File: config.mk
export PLATFORM = sky130hd
export DESIGN_NAME = png_stream_carver
export DESIGN_NICKNAME = d
export VERILOG_FILES = /design/src/hw/rtl/pngc_pkg.sv /design/src/hw/rtl/pngc_parser.sv /design/src/hw/rtl/pngc_skid.sv /design/src/hw/rtl/png_stream_carver.sv
export SDC_FILE = /design/constraint.sdc
export NUM_CORES = 1
export LEC_CHECK = 0
export ABC_CLOCK_PERIOD_IN_PS = 10400
export BUFFER_PORTS_ARGS = -buffer_cell sky130_fd_sc_hd__buf_2
export CORE_ASPECT_RATIO = 1.1
export CORE_UTILIZATION = 54
export CTS_CLUSTER_SIZE = 28
export DETAILED_ROUTE_END_ITERATION = 7
export GPL_ROUTABILITY_DRIVEN = 0
export PLACE_DENSITY = 0.77
export RECOVER_POWER = 25
export SLEW_MARGIN = 0
export SYNTH_ARGS = -nofsm -noshare
export SYNTH_HDL_FRONTEND = slang
export SYNTH_SLANG_ARGS = --single-unit
File: constraint.sdc
create_clock -name clk -period 10.4 [get_ports clk]
set_input_delay 1.04 -clock clk [delete_from_list [all_inputs] [get_ports clk]]
set_output_delay 1.04 -clock clk [all_outputs]
set_load 0.03 [all_outputs]
File: src/hw/rtl/pngc_pkg.sv
// shared types, constants and the bytewise crc-32 update for the png stream carver
`default_nettype none

package pngc_pkg;

  localparam int unsigned OFFSET_BITS_DEF = 32;
  localparam int unsigned OUT_OFF_W       = 32;
  localparam int unsigned CFG_W           = 32;

  localparam logic [63:0] PNG_SIGNATURE = 64'h8950_4E47_0D0A_1A0A;
  localparam logic [31:0] TYPE_IEND     = 32'h4945_4E44;
  localparam logic [31:0] CRC_POLY      = 32'hEDB8_8320;
  localparam logic [31:0] CRC_INIT      = 32'hFFFF_FFFF;

  typedef enum logic [4:0] {
    MODE_SEARCH = 5'b00001,
    MODE_LENGTH = 5'b00010,
    MODE_TYPE   = 5'b00100,
    MODE_DATA   = 5'b01000,
    MODE_CRC    = 5'b10000
  } mode_t;

  typedef enum logic [1:0] {
    STATUS_COMPLETE = 2'd0,
    STATUS_CRC_BAD  = 2'd1,
    STATUS_TOO_BIG  = 2'd2,
    STATUS_STREAM   = 2'd3
  } status_t;

  typedef struct packed {
    logic [OUT_OFF_W-1:0] image_start;
    logic [OUT_OFF_W-1:0] image_end;
    status_t              end_status;
    logic                 needs_trailer;
  } result_t;

  function automatic logic [31:0] crc_byte(input logic [31:0] crc_in, input logic [7:0] b);
    logic [31:0] c;
    c = crc_in ^ {24'd0, b};
    for (int k = 0; k < 8; k++) begin
      c = c[0] ? ((c >> 1) ^ CRC_POLY) : (c >> 1);
    end
    return c;
  endfunction

endpackage

`default_nettype wire

File: src/hw/rtl/pngc_parser.sv
// signature search and chunk walk, one byte per accepted item
`default_nettype none

module pngc_parser import pngc_pkg::*; #(
  parameter int unsigned OFFSET_BITS = OFFSET_BITS_DEF
) (
  input  wire logic             clk,
  input  wire logic             rst,
  input  wire logic             acc,
  input  wire logic [7:0]       data_byte,
  input  wire logic             end_of_stream,
  input  wire logic [CFG_W-1:0] stream_length,
  output logic                  res_valid,
  output result_t               res
);

  localparam int unsigned SUM_W = ((OFFSET_BITS > CFG_W) ? OFFSET_BITS : CFG_W) + 1;

  mode_t                  mode, mode_next;
  logic [63:0]            window, window_next;
  logic [OFFSET_BITS-1:0] position, position_next;
  logic [OFFSET_BITS-1:0] start_offset, start_offset_next;
  logic [OFFSET_BITS-1:0] last_good_end, last_good_end_next;
  logic [31:0]            bytes_left, bytes_left_next;
  logic [1:0]             field_cnt, field_cnt_next;
  logic [31:0]            running_crc, running_crc_next;
  logic [31:0]            stored_crc, stored_crc_next;
  logic [31:0]            type_word, type_word_next;

  logic                   emit;
  logic [OFFSET_BITS-1:0] end_val;
  status_t                status;
  logic [OFFSET_BITS-1:0] nextpos;
  logic                   too_big;

  assign nextpos = position + 1'b1;
  assign too_big = (bytes_left != 32'd0) &&
                   ((SUM_W'(bytes_left) + SUM_W'(nextpos)) > SUM_W'(stream_length));

  always_comb begin
    mode_next          = mode;
    window_next        = window;
    position_next      = nextpos;
    start_offset_next  = start_offset;
    last_good_end_next = last_good_end;
    bytes_left_next    = bytes_left;
    field_cnt_next     = field_cnt;
    running_crc_next   = running_crc;
    stored_crc_next    = stored_crc;
    type_word_next     = type_word;
    emit               = 1'b0;
    end_val            = last_good_end;
    status             = STATUS_COMPLETE;

    unique case (mode)
      MODE_LENGTH: begin
        bytes_left_next = {bytes_left[23:0], data_byte};
        if (field_cnt == 2'd3) begin
          field_cnt_next   = 2'd0;
          mode_next        = MODE_TYPE;
          running_crc_next = CRC_INIT;
        end else begin
          field_cnt_next = field_cnt + 2'd1;
        end
      end
      MODE_TYPE: begin
        type_word_next   = {type_word[23:0], data_byte};
        running_crc_next = crc_byte(running_crc, data_byte);
        if (field_cnt == 2'd3) begin
          field_cnt_next = 2'd0;
          if (too_big) begin
            emit   = 1'b1;
            status = STATUS_TOO_BIG;
          end else begin
            mode_next = (bytes_left == 32'd0) ? MODE_CRC : MODE_DATA;
          end
        end else begin
          field_cnt_next = field_cnt + 2'd1;
        end
      end
      MODE_DATA: begin
        running_crc_next = crc_byte(running_crc, data_byte);
        bytes_left_next  = bytes_left - 32'd1;
        if (bytes_left == 32'd1) begin
          mode_next      = MODE_CRC;
          field_cnt_next = 2'd0;
        end
      end
      MODE_CRC: begin
        stored_crc_next = {stored_crc[23:0], data_byte};
        if (field_cnt == 2'd3) begin
          field_cnt_next = 2'd0;
          if (~running_crc != stored_crc_next) begin
            emit   = 1'b1;
            status = STATUS_CRC_BAD;
          end else if (type_word == TYPE_IEND) begin
            emit    = 1'b1;
            end_val = nextpos;
            status  = STATUS_COMPLETE;
          end else begin
            last_good_end_next = nextpos;
            mode_next          = MODE_LENGTH;
          end
        end else begin
          field_cnt_next = field_cnt + 2'd1;
        end
      end
      default: begin
        window_next = {window[55:0], data_byte};
        mode_next   = MODE_SEARCH;
        if (window_next == PNG_SIGNATURE) begin
          start_offset_next  = position - OFFSET_BITS'(7);
          last_good_end_next = nextpos;
          mode_next          = MODE_LENGTH;
          window_next        = 64'd0;
          field_cnt_next     = 2'd0;
          bytes_left_next    = 32'd0;
        end
      end
    endcase

    if (emit) begin
      mode_next      = MODE_SEARCH;
      window_next    = 64'd0;
      field_cnt_next = 2'd0;
    end else if (end_of_stream && (mode_next != MODE_SEARCH)) begin
      emit    = 1'b1;
      end_val = last_good_end_next;
      status  = STATUS_STREAM;
    end

    if (end_of_stream) begin
      mode_next      = MODE_SEARCH;
      window_next    = 64'd0;
      field_cnt_next = 2'd0;
      position_next  = '0;
    end
  end

  assign res_valid         = acc && emit;
  assign res.image_start   = OUT_OFF_W'(start_offset_next);
  assign res.image_end     = OUT_OFF_W'(end_val);
  assign res.end_status    = status;
  assign res.needs_trailer = (status != STATUS_COMPLETE);

  always_ff @(posedge clk) begin
    if (rst) begin
      mode          <= MODE_SEARCH;
      window        <= 64'd0;
      position      <= '0;
      start_offset  <= '0;
      last_good_end <= '0;
      bytes_left    <= 32'd0;
      field_cnt     <= 2'd0;
      running_crc   <= CRC_INIT;
      stored_crc    <= 32'd0;
      type_word     <= 32'd0;
    end else if (acc) begin
      mode          <= mode_next;
      window        <= window_next;
      position      <= position_next;
      start_offset  <= start_offset_next;
      last_good_end <= last_good_end_next;
      bytes_left    <= bytes_left_next;
      field_cnt     <= field_cnt_next;
      running_crc   <= running_crc_next;
      stored_crc    <= stored_crc_next;
      type_word     <= type_word_next;
    end
  end

  a_eos_restarts: assert property (@(posedge clk) disable iff (rst)
    acc && end_of_stream |=> (mode == MODE_SEARCH) && (position == '0) && (window == 64'd0))
    else $error("stream end did not restart the search");

  a_data_nonzero: assert property (@(posedge clk) disable iff (rst)
    (mode == MODE_DATA) |-> (bytes_left != 32'd0))
    else $error("data mode with no bytes left");

  a_eos_emits_when_parsing: assert property (@(posedge clk) disable iff (rst)
    acc && end_of_stream && (mode != MODE_SEARCH) |-> res_valid)
    else $error("open image dropped at stream end");

  a_search_field_cnt: assert property (@(posedge clk) disable iff (rst)
    (mode == MODE_SEARCH) |-> (field_cnt == 2'd0))
    else $error("field count not cleared while searching");

endmodule

`default_nettype wire

File: src/hw/rtl/pngc_skid.sv
// two-entry result buffer: output register plus skid stage
`default_nettype none

module pngc_skid import pngc_pkg::*; (
  input  wire logic    clk,
  input  wire logic    rst,
  input  wire logic    push,
  input  wire result_t push_data,
  output logic         full,
  output logic         out_valid,
  input  wire logic    out_ready,
  output result_t      out_data
);

  logic    skid_valid;
  result_t skid_data;
  logic    pop;

  assign pop  = out_valid && out_ready;
  assign full = skid_valid;

  always_ff @(posedge clk) begin
    if (rst) begin
      out_valid  <= 1'b0;
      skid_valid <= 1'b0;
    end else if (push) begin
      if (!out_valid || pop) begin
        out_valid <= 1'b1;
      end else begin
        skid_valid <= 1'b1;
      end
    end else if (pop) begin
      if (skid_valid) begin
        skid_valid <= 1'b0;
      end else begin
        out_valid <= 1'b0;
      end
    end
  end

  always_ff @(posedge clk) begin
    if (push) begin
      if (!out_valid || pop) begin
        out_data <= push_data;
      end else begin
        skid_data <= push_data;
      end
    end else if (pop && skid_valid) begin
      out_data <= skid_data;
    end
  end

  a_skid_implies_out: assert property (@(posedge clk) disable iff (rst)
    skid_valid |-> out_valid)
    else $error("skid holds an item while output is empty");

  a_no_push_when_full: assert property (@(posedge clk) disable iff (rst)
    full |-> !push)
    else $error("item pushed into a full buffer");

endmodule

`default_nettype wire

File: src/hw/rtl/png_stream_carver.sv
// top level of the png stream carver: config register, parser and result buffer
// throughput: one byte item per cycle; s_tready drops only while two results wait
// a result is registered in the output register, or the skid stage while that is held
// the parser state and the crc update sit between the input port and the result register
// reset: parser returns to signature search at offset 0, stream_length becomes all ones
// reset empties the result buffer; no clearing pass is needed
`default_nettype none

module png_stream_carver import pngc_pkg::*; #(
  parameter int unsigned OFFSET_BITS = OFFSET_BITS_DEF
) (
  input  wire logic             clk,
  input  wire logic             rst,
  input  wire logic             s_tvalid,
  output logic                  s_tready,
  input  wire logic [7:0]       s_tdata,   // data_byte
  input  wire logic             s_tlast,   // end_of_stream
  output logic                  m_tvalid,
  input  wire logic             m_tready,
  output logic [63:0]           m_tdata,   // image_start, image_end
  output logic [2:0]            m_tuser,   // end_status, needs_trailer
  input  wire logic             cfg_valid,
  output logic                  cfg_ready,
  input  wire logic [CFG_W-1:0] cfg_data   // stream_length
);

  logic [CFG_W-1:0] stream_length;
  logic             acc;
  logic             res_valid;
  result_t          res;
  logic             full;
  result_t          out_data;

  assign cfg_ready = 1'b1;
  assign s_tready  = !full;
  assign acc       = s_tvalid && s_tready;

  always_ff @(posedge clk) begin
    if (rst) begin
      stream_length <= '1;
    end else if (cfg_valid && cfg_ready) begin
      stream_length <= cfg_data;
    end
  end

  pngc_parser #(
    .OFFSET_BITS(OFFSET_BITS)
  ) u_parser (
    .clk           (clk),
    .rst           (rst),
    .acc           (acc),
    .data_byte     (s_tdata),
    .end_of_stream (s_tlast),
    .stream_length (stream_length),
    .res_valid     (res_valid),
    .res           (res)
  );

  pngc_skid u_skid (
    .clk       (clk),
    .rst       (rst),
    .push      (res_valid),
    .push_data (res),
    .full      (full),
    .out_valid (m_tvalid),
    .out_ready (m_tready),
    .out_data  (out_data)
  );

  assign m_tdata = {out_data.image_end, out_data.image_start};
  assign m_tuser = {out_data.needs_trailer, out_data.end_status};

endmodule

`default_nettype wire
==> reports/summary.txt, run 1 <==
OUTCOME
------------------------------------------------------------------------------------
Status                                                                  finished with violations
Violations in the final reports                                         max-capacitance violations, max-slew violations

STA
------------------------------------------------------------------------------------
Setup repair after global routing missed its margin                            false
Final Slew Violations                                                            325
Clock skew after layout                                                    0.0365 ns
Highest achievable clock rate                                                121 MHz
Number of hold-slack violations in the final timing report                         0
Final Cycle Share                                                              79.7%
Min Clock Period, post-route                                                 8.29 ns
Worst max-slew margin expressed relative to the limit                          -140%
Setup-failing EPs final                                                            0
Final hold slack                                                            0.458 ns
Measured slew at the worst slew-check pin                                    3.61 ns
Accumulated negative setup slack                                                0 ns

CLOCK TREE
------------------------------------------------------------------------------------
Sinks on the clock net                                                           447
TritonCTS clock tree                                                             yes
Number of buffers inserted during clock tree synthesis                            45
H-tree depth                                                                       2
Clock latency reported for the late side of the worst-skew pair              0.61 ns
Clock-pin slew on the worst setup and hold paths                             0.06 ns
Number of gates given a new drive strength after cts                               0
Setup Fix Bufs, Post-CTS                                                           0
Hold buffers post-CTS                                                              0
Number of buffers on the longest clock path                                        3
Cell chosen for the clock root                                          sky130_fd_sc_hd__clkbuf_16

POWER AND IR DROP
------------------------------------------------------------------------------------
Worst ir drop on vdd                                                      0.000135 V
Power per standard cell area                                             147 nW/um^2
Total leakage power                                                       0.00929 uW

GRT
------------------------------------------------------------------------------------
Via count of the first global-routing pass                                     17.3k
Number of antenna violations at the first check in global routing                  3
First-pass GRT wire length                                                 90,000 um
Total overflow reported by the global router                                       0
Combined global-route utilization of all metal layers                          26.8%
Largest net degree at the start of global routing                                 75

ROUTE
------------------------------------------------------------------------------------
Detailed-route wire length per cell                                          19.0 um
Remaining number of nets flagged by the antenna check after routing                0
Remaining routing DRC violations                                                   0
Mean number of vias per cell                                                    6.07
Number of iterations in the first detailed-routing pass                            5
Initial DRC count                                                              1,715
Routed wire length                                                         56,900 um
Routed via count                                                               18.2k

LOGIC SYNTHESIS
------------------------------------------------------------------------------------
Yosys warnings                                                                     0
Number of unique standard cell types used by synthesis                            74
Share of flip-flops with an asynchronous set or reset after synthesis             0%
Average cell area after synthesis                                         9.11 sq um
Predominant post-synthesis flop cell                                    sky130_fd_sc_hd__dfxtp_1
Synthesis-stage register bit count                                               447
Post-Synthesis Cells                                                           2,420
Total nets after synthesis                                                     2,543
Sequential element share of the synthesized area                               46.7%
Synthesized area                                                        22,000 sq um
Count of flip-flops with a built-in enable after synthesis                       134

CRITICAL PATH
------------------------------------------------------------------------------------
Critical path start-end classification                                  flop to flop
Highest net fanout along the worst path                                           69
Critical path launch point type                                                 flop
Endpoint required time on the critical path                                 10.61 ns
Crit. End Element                                                               flop
Critical path arrival                                                        8.49 ns

FINISH
------------------------------------------------------------------------------------
Most common library cell in the layout ignoring fill and taps           sky130_fd_sc_hd__nand2_1
Layout area overhead                                                           10.2%
Final Net Count                                                                2,569
Leading cell types in the layout, fill and taps excluded                sky130_fd_sc_hd__nand2_1 (376), sky130_fd_sc_hd__dfxtp_1 (313), sky130_fd_sc_hd__nor2_1 (177), sky130_fd_sc_hd__a21oi_1 (163), sky130_fd_sc_hd__edfxtp_1 (134)
Fraction of layout cells with a size suffix above 1                            8.10%

FLOORPLANNING
------------------------------------------------------------------------------------
Starting utilization of the core area                                          54.9%
Horiz. Die Dim                                                                195 um
Area enclosed by the die boundary                                       41,600 sq um
Die Span Y                                                                    214 um
Core area                                                               40,200 sq um
FP Rows                                                                           77
Top-level I/O count                                                              116

PLACE
------------------------------------------------------------------------------------
Sum of net half-perimeters after detailed placement                        38,600 um
Count of input and output buffers                                                114

MIN PATH
------------------------------------------------------------------------------------
HP Class                                                                flop to flop

JOB
------------------------------------------------------------------------------------
Number of max-cap violations                                                       5

==> critical path, stage by stage, from the launching register on <==
cell                      delay [ns]
sky130_fd_sc_hd__dfxtp_1        0.45
sky130_fd_sc_hd__ha_1           0.31
sky130_fd_sc_hd__nand2_1        0.10
sky130_fd_sc_hd__nor3_1         0.59
sky130_fd_sc_hd__and3_1         0.31
sky130_fd_sc_hd__xnor2_1        0.22
sky130_fd_sc_hd__inv_1          0.14
sky130_fd_sc_hd__ha_1           0.40
sky130_fd_sc_hd__a21o_1         0.22
sky130_fd_sc_hd__a21o_1         0.20
sky130_fd_sc_hd__a21o_1         0.22
sky130_fd_sc_hd__a22oi_1        0.27
sky130_fd_sc_hd__nand3_1        0.18
sky130_fd_sc_hd__a41oi_1        0.39
sky130_fd_sc_hd__o21ai_0        0.19
sky130_fd_sc_hd__a21oi_1        0.21
sky130_fd_sc_hd__xnor2_1        0.10
sky130_fd_sc_hd__ha_1           0.30
sky130_fd_sc_hd__nand3_1        0.08
sky130_fd_sc_hd__or4_1          0.56
sky130_fd_sc_hd__nor2_1         0.16
sky130_fd_sc_hd__o41ai_1        0.10
sky130_fd_sc_hd__a21oi_1        0.47
sky130_fd_sc_hd__o21ba_2        0.29
sky130_fd_sc_hd__o21ai_4        0.09
sky130_fd_sc_hd__buf_4          0.38
sky130_fd_sc_hd__a21oi_4        0.21
sky130_fd_sc_hd__buf_4          0.62
==> through the flow <==
| stage | setup WS [ns] | cell area, sq um | utilization (%) | std cells | total power, uW |
|---|---|---|---|---|---|
| after detailed placement | 2.37 | 22900 | 57.0 | 2912 | 1980 |
| after global placement | 2.56 | 22900 | 57.0 | 2912 | 1980 |
| after floorplan | 0.933 | 22000 | - | 2420 | 1940 |
| after CTS | 2.31 | 24400 | 60.8 | 2995 | 3600 |
| after global routing | 1.74 | 24300 | 60.5 | 2996 | 3680 |
| final | 2.11 | 24300 | 60.5 | 2996 | 3580 |
==> per-layer routing <==
metal / global-route usage [%] / share of wire (%) / up-vias / wire length (um)
met5: 0 / 0.044 / - / 25
met4: 14.6 / 5.1 / 4 / 2920
li1: - / - / 8669 / -
met2: 45.8 / 48 / 756 / 27200
met1: 32.3 / 40 / 8558 / 23100
met3: 4.88 / 6.6 / 191 / 3780
==> kinds of logic (layout without fill, tap and decap cells) <==
| logic type | after synthesis | after routing | synth area share, % |
|---|---|---|---|
| and+or+nand+nor | 808 | 808 | 16.9 |
| AOI/OAI and AO/OA | 604 | 604 | 17.8 |
| DFF | 447 | 447 | 46.7 |
| buffers and inverters | 248 | 310 | 4.33 |
| xor gates and xnor gates | 185 | 185 | 7.35 |
| adders and majority gates | 77 | 77 | 4.41 |
| muxes | 50 | 50 | 2.50 |
| other | 1 | 2 | 0.0170 |
==> sequential cells by signal (all words and copies together) (netlist names) <==
signal                  flops
u_parser.last_good_end     32
u_skid.skid_data           67
u_skid.full                 1
u_parser.stored_crc        24
stream_length              32
u_parser.window            56
u_parser.bytes_left        32
u_parser.mode               5
u_skid.out_data            67
u_parser.type_word         32
u_parser.field_cnt          2
u_parser.start_offset      32
u_skid.out_valid            1
u_parser.running_crc       32
u_parser.position          32
==> Yosys cell counts (all sizes together) (6+ instances only) <==
| cell type | number | area share [%] |
|---|---|---|
| a22o | 60 | 2.4 |
| a21o | 28 | 0.95 |
| a211oi | 31 | 1.1 |
| o211ai | 35 | 1.2 |
| edfxtp | 134 | 18 |
| inv | 85 | 1.4 |
| nor2b | 7 | 0.20 |
| a2bb2oi | 6 | 0.24 |
| o31ai | 6 | 0.23 |
| xor2 | 59 | 2.3 |
| nor4b | 15 | 0.60 |
| o21ai | 134 | 3.0 |
| nor4bb | 11 | 0.50 |
| nand3 | 41 | 0.95 |
| o2bb2ai | 29 | 1.2 |
| or3 | 11 | 0.33 |
| or4 | 6 | 0.22 |
| xnor2 | 126 | 5.0 |
| ha | 76 | 4.3 |
| clkbuf | 137 | 2.3 |
| nand2 | 377 | 6.4 |
| dfxtp | 313 | 28 |
| o22ai | 22 | 0.62 |
| and4 | 7 | 0.28 |
| nand4 | 32 | 0.91 |
| a22oi | 40 | 1.4 |
| nor3 | 50 | 1.1 |
| a21oi | 165 | 3.7 |
| buf | 26 | 0.55 |
| nor4 | 30 | 0.92 |
| nor2 | 178 | 3.0 |
| and3 | 13 | 0.37 |
| mux2 | 41 | 2.1 |
| mux2i | 9 | 0.41 |
| nand2b | 14 | 0.40 |
==> power by group <==
part | internal (uW) | total, uW | leakage, uW | switching (uW)
Combinational | 48.2 | 144 | 0.00477 | 95.7
Clock | 940 | 1640 | 0.000746 | 698
Sequential | 1790 | 1800 | 0.00378 | 4.90
==> final timing paths <==
check                                  from                         to  slack [ns]  cells past startpoint
setup reg to reg       u_parser.position[0]         u_skid.out_data[6]        2.11                     27
setup / recovery       u_parser.position[0]         u_skid.out_data[6]        2.11                     27
hold reg to reg   u_parser.start_offset[18]  u_parser.start_offset[18]        0.46                      2
hold / removal    u_parser.start_offset[18]  u_parser.start_offset[18]        0.46                      2
==> final cells by class <==
type | instances | area [sq um]
diodes | 1 | 2.50
clock buffers | 68 | 1370
clock inverters | 15 | 128
fillers | 3352 | 15900
inverters | 85 | 319
multi-input cells | 1725 | 10900
flip-flops and latches | 447 | 10300
well taps | 513 | 642
repair buffers | 142 | 671
Note: power is estimated with default switching activity, not from simulation.
==> run 2, diff against run 1 <==
- ABC_CLOCK_PERIOD_IN_PS: 10400 -> 7500
- PLACE_DENSITY: 0.77 -> 0.8
- clock period: 10.4 -> 7.5 ns (I/O delays scaled with it)
==> run 2 against run 1 <==
Effect of this change:
- the run still ends with max-capacitance violations, max-slew violations left
- via count up 2.1%
- setup slack worse by 1.8 ns
- flip-flop and latch count unchanged
- final area up 1.0%
- critical path depth unchanged
- largest power group unchanged
- combinational power up 37%
- global-route usage up 0.38 points
- sequential power up 39%
==> reports/summary.txt, run 2 (same netlist as run 1, synthesis figures left out) <==
STA
----------------------------------------------------------------------------------
Final Slew Violations                                                          239   -26%
Highest achievable clock rate                                              140 MHz   +16%
Final Worst Setup Slack                                                   0.361 ns   -1.75 ns
Setup-failing EPs final                                                          0   unchanged
Number of hold-slack violations in the final timing report                       0   unchanged
Measured slew at the worst slew-check pin                                  6.10 ns   +2.49 ns
Clock skew after layout                                                  0.0228 ns   -0.0137 ns
Final hold slack                                                          0.376 ns   -0.0817 ns
Setup repair after global routing missed its margin                          false
Accumulated negative setup slack                                              0 ns   unchanged
Final Cycle Share                                                            95.2%   +16 points
Worst max-slew margin expressed relative to the limit                        -307%   -170 points
Min Clock Period, post-route                                               7.14 ns   -1.15 ns

FLOORPLANNING
----------------------------------------------------------------------------------
Horiz. Die Dim                                                              195 um   unchanged
Top-level I/O count                                                            116   unchanged
Area enclosed by the die boundary                                     41,600 sq um   unchanged
Die Span Y                                                                  214 um   unchanged
Core area                                                             40,200 sq um   unchanged
FP Rows                                                                         77   unchanged
Starting utilization of the core area                                        54.9%   unchanged

OUTCOME
----------------------------------------------------------------------------------
Status                                                                finished with violations
Violations in the final reports                                       max-capacitance violations, max-slew violations

ROUTE
----------------------------------------------------------------------------------
Number of iterations in the first detailed-routing pass                          5   unchanged
Detailed-route wire length per cell                                        19.3 um   +1.5%
Routed wire length                                                       58,000 um   +1.9%
Mean number of vias per cell                                                  6.17   +1.7%
Initial DRC count                                                            1,971   +15%
Routed via count                                                             18.6k   +2.1%
Remaining routing DRC violations                                                 0   unchanged
Remaining number of nets flagged by the antenna check after routing              0   unchanged

CRITICAL PATH
----------------------------------------------------------------------------------
Critical path start-end classification                                flop to flop
Highest net fanout along the worst path                                         67   -2.9%
Critical path launch point type                                               flop
Critical path arrival                                                      7.40 ns   -1.09 ns
Endpoint required time on the critical path                                7.76 ns   -2.85 ns
R2R setup slack                                                            0.36 ns   -1.75 ns
Capture instance of the worst register-to-register path               u_skid.out_data[10]
Worst-case reg-to-reg path depth                                                27   unchanged
Worst reg2reg startpoint                                              u_parser.position[2]
Crit. End Element                                                             flop

CLOCK TREE
----------------------------------------------------------------------------------
Clock latency reported for the late side of the worst-skew pair            0.60 ns   about the same
H-tree depth                                                                     2   unchanged
Sinks on the clock net                                                         447   unchanged
TritonCTS clock tree                                                           yes
Clock-pin slew on the worst setup and hold paths                           0.06 ns   about the same
Number of buffers inserted during clock tree synthesis                          47   +4.4%
Hold buffers post-CTS                                                            0   unchanged
Number of buffers on the longest clock path                                      3   unchanged
Cell chosen for the clock root                                        sky130_fd_sc_hd__clkbuf_16

GRT
----------------------------------------------------------------------------------
Number of antenna violations at the first check in global routing                0   -3
Largest net degree at the start of global routing                              132   +76%
Combined global-route utilization of all metal layers                        27.2%   +0.38 points
Via count of the first global-routing pass                                   17.5k   +0.93%
Total overflow reported by the global router                                     0   unchanged
First-pass GRT wire length                                               91,500 um   +1.6%

POWER AND IR DROP
----------------------------------------------------------------------------------
Power per standard cell area                                           208 nW/um^2   +41%
Proportion of power drawn by the clock network                               47.2%   +1.5 points
Proportion of power drawn by flip-flops and latches                          49.0%   -1.2 points
Net Sw Frac                                                                  21.8%   -0.46 points
Worst ir drop on vdd                                                    0.000193 V   +43%
Total leakage power                                                     0.00940 uW   +1.2%
Internal portion of total power                                            3980 uW   +43%
Net switching power figure                                                 1110 uW   +39%
Share of total power in combinational logic                                   3.9%   about the same

JOB
----------------------------------------------------------------------------------
Number of max-cap violations                                                     3   -2

FINISH
----------------------------------------------------------------------------------
Fraction of layout cells with a size suffix above 1                          8.58%   +0.48 points
Final Net Count                                                              2,582   +0.51%
Leading cell types in the layout, fill and taps excluded              sky130_fd_sc_hd__nand2_1 (376), sky130_fd_sc_hd__dfxtp_1 (313), sky130_fd_sc_hd__nor2_1 (177), sky130_fd_sc_hd__a21oi_1 (162), sky130_fd_sc_hd__edfxtp_1 (134)
Largest registers                                                     u_skid.out_data x67, u_skid.skid_data x67, u_parser.window x56
Post-Route Utilization                                                       61.1%   +0.61 points
Fillers                                                                      3,274   -2.3%
Most common library cell in the layout ignoring fill and taps         sky130_fd_sc_hd__nand2_1
Sequential Area                                                       10,300 sq um   unchanged
Total inserted antenna cells                                                     0   -1
Layout area overhead                                                         11.4%
Area of the multi-input gates                                         10,900 sq um   +0.20%

MIN PATH
----------------------------------------------------------------------------------
Worst hold start                                                      cfg_data[22]
WHS Path Cells                                                                   3   +1
HP Class                                                              primary input to flop
Destination of the worst hold path                                    stream_length[22]

PLACE
----------------------------------------------------------------------------------
Sum of net half-perimeters after detailed placement                      39,600 um   +2.7%
Count of input and output buffers                                              114   unchanged
Setup WS pre-CTS                                                          0.396 ns   -1.98 ns

[run 2: cell types whose count changed in the layout (fill, tap and decap cells not counted), sizes merged]
cell | previous run | this run
buf | 66 | 75
bufinv | 1 | 5
inv | 89 | 86
clkinvlp | 0 | 2
clkbuf | 144 | 145
clkinv | 10 | 9
diode | 1 | 0
[run 2: worst max path at each step]
stage | start | endpoint | slack [ns]
after floorplan | u_parser.position[3] | u_skid.out_data[0] | 0.21
after global placement | u_parser.position[11] | u_skid.out_data[7] | 0.54
after detailed placement | u_parser.position[2] | u_skid.out_data[20] | 0.40
after CTS | u_parser.position[2] | u_skid.skid_data[10] | 0.32
after global routing | u_parser.position[0] | u_skid.out_data[10] | 0.005
final | u_parser.position[2] | u_skid.out_data[10] | 0.36
[run 2: through the flow]
stage          cells  area (sq um)  power (uW)
6_report        3007         24500        5100
2_1_floorplan   2420         22100        2690
5_1_grt         3007         24500        5240
3_3_place_gp    2921         23000        2740
3_5_place_dp    2921         23000        2740
4_1_cts         3005         24600        5120
[run 2: cell type report]
| cell class | count | share of cell area [%] |
|---|---|---|
| clock buffer | 67 | 5.49 |
| clock inverter | 17 | 1.05 |
| inverter | 85 | 1.30 |
| multi-input combinational | 1725 | 44.4 |
| sequential | 447 | 41.9 |
| tap | 513 | 2.62 |
| timing repair buffer | 153 | 3.21 |
[run 2: repair_timing]
item,CTS,global route
setup endpoints to repair,0,224
buffers inserted,0,2
hold endpoints to repair,0,0
resized for setup,0,4
[run 2: metal layers]
| metal | track usage, % | up-vias | share of wire, % |
|---|---|---|---|
| met5 | 0 | - | 0 |
| met4 | 12.0 | 0 | 4.5 |
| met3 | 4.89 | 207 | 8.0 |
| met2 | 46.1 | 846 | 48 |
| met1 | 34.1 | 8810 | 40 |
| li1 | - | 8698 | - |
[run 2: power groups by stage]
stage          Clock [uW]  Combinational [uW]  Sequential [uW]
5_1_grt              2530                 214             2500
6_report             2400                 197             2500
4_1_cts              2430                 196             2500
2_1_floorplan           0                 144             2550
3_5_place_dp            0                 194             2550
3_3_place_gp            0                 191             2550
[run 2: worst max-delay path, stage by stage, from the launching register on]
cell                       delay [ns]
sky130_fd_sc_hd__dfxtp_1         0.50
sky130_fd_sc_hd__nand3_1         0.28
sky130_fd_sc_hd__nor4_2          0.42
sky130_fd_sc_hd__buf_4           0.20
sky130_fd_sc_hd__and4_1          0.32
sky130_fd_sc_hd__xnor2_1         0.26
sky130_fd_sc_hd__inv_1           0.13
sky130_fd_sc_hd__ha_1            0.40
sky130_fd_sc_hd__a21oi_1         0.17
sky130_fd_sc_hd__nor2b_1         0.05
sky130_fd_sc_hd__o21ai_0         0.17
sky130_fd_sc_hd__nand2b_1        0.11
sky130_fd_sc_hd__o21ai_0         0.25
sky130_fd_sc_hd__o21ai_0         0.18
sky130_fd_sc_hd__a311o_1         0.38
sky130_fd_sc_hd__a21oi_1         0.17
sky130_fd_sc_hd__xnor2_1         0.08
sky130_fd_sc_hd__ha_1            0.29
sky130_fd_sc_hd__nand4_1         0.12
sky130_fd_sc_hd__or4_1           0.55
sky130_fd_sc_hd__nor2_1          0.17
sky130_fd_sc_hd__o41ai_1         0.12
sky130_fd_sc_hd__a21oi_2         0.32
sky130_fd_sc_hd__o21ba_2         0.26
sky130_fd_sc_hd__o21ai_4         0.13
sky130_fd_sc_hd__buf_4           0.22
sky130_fd_sc_hd__a21oi_4         0.14
sky130_fd_sc_hd__buf_12          0.30
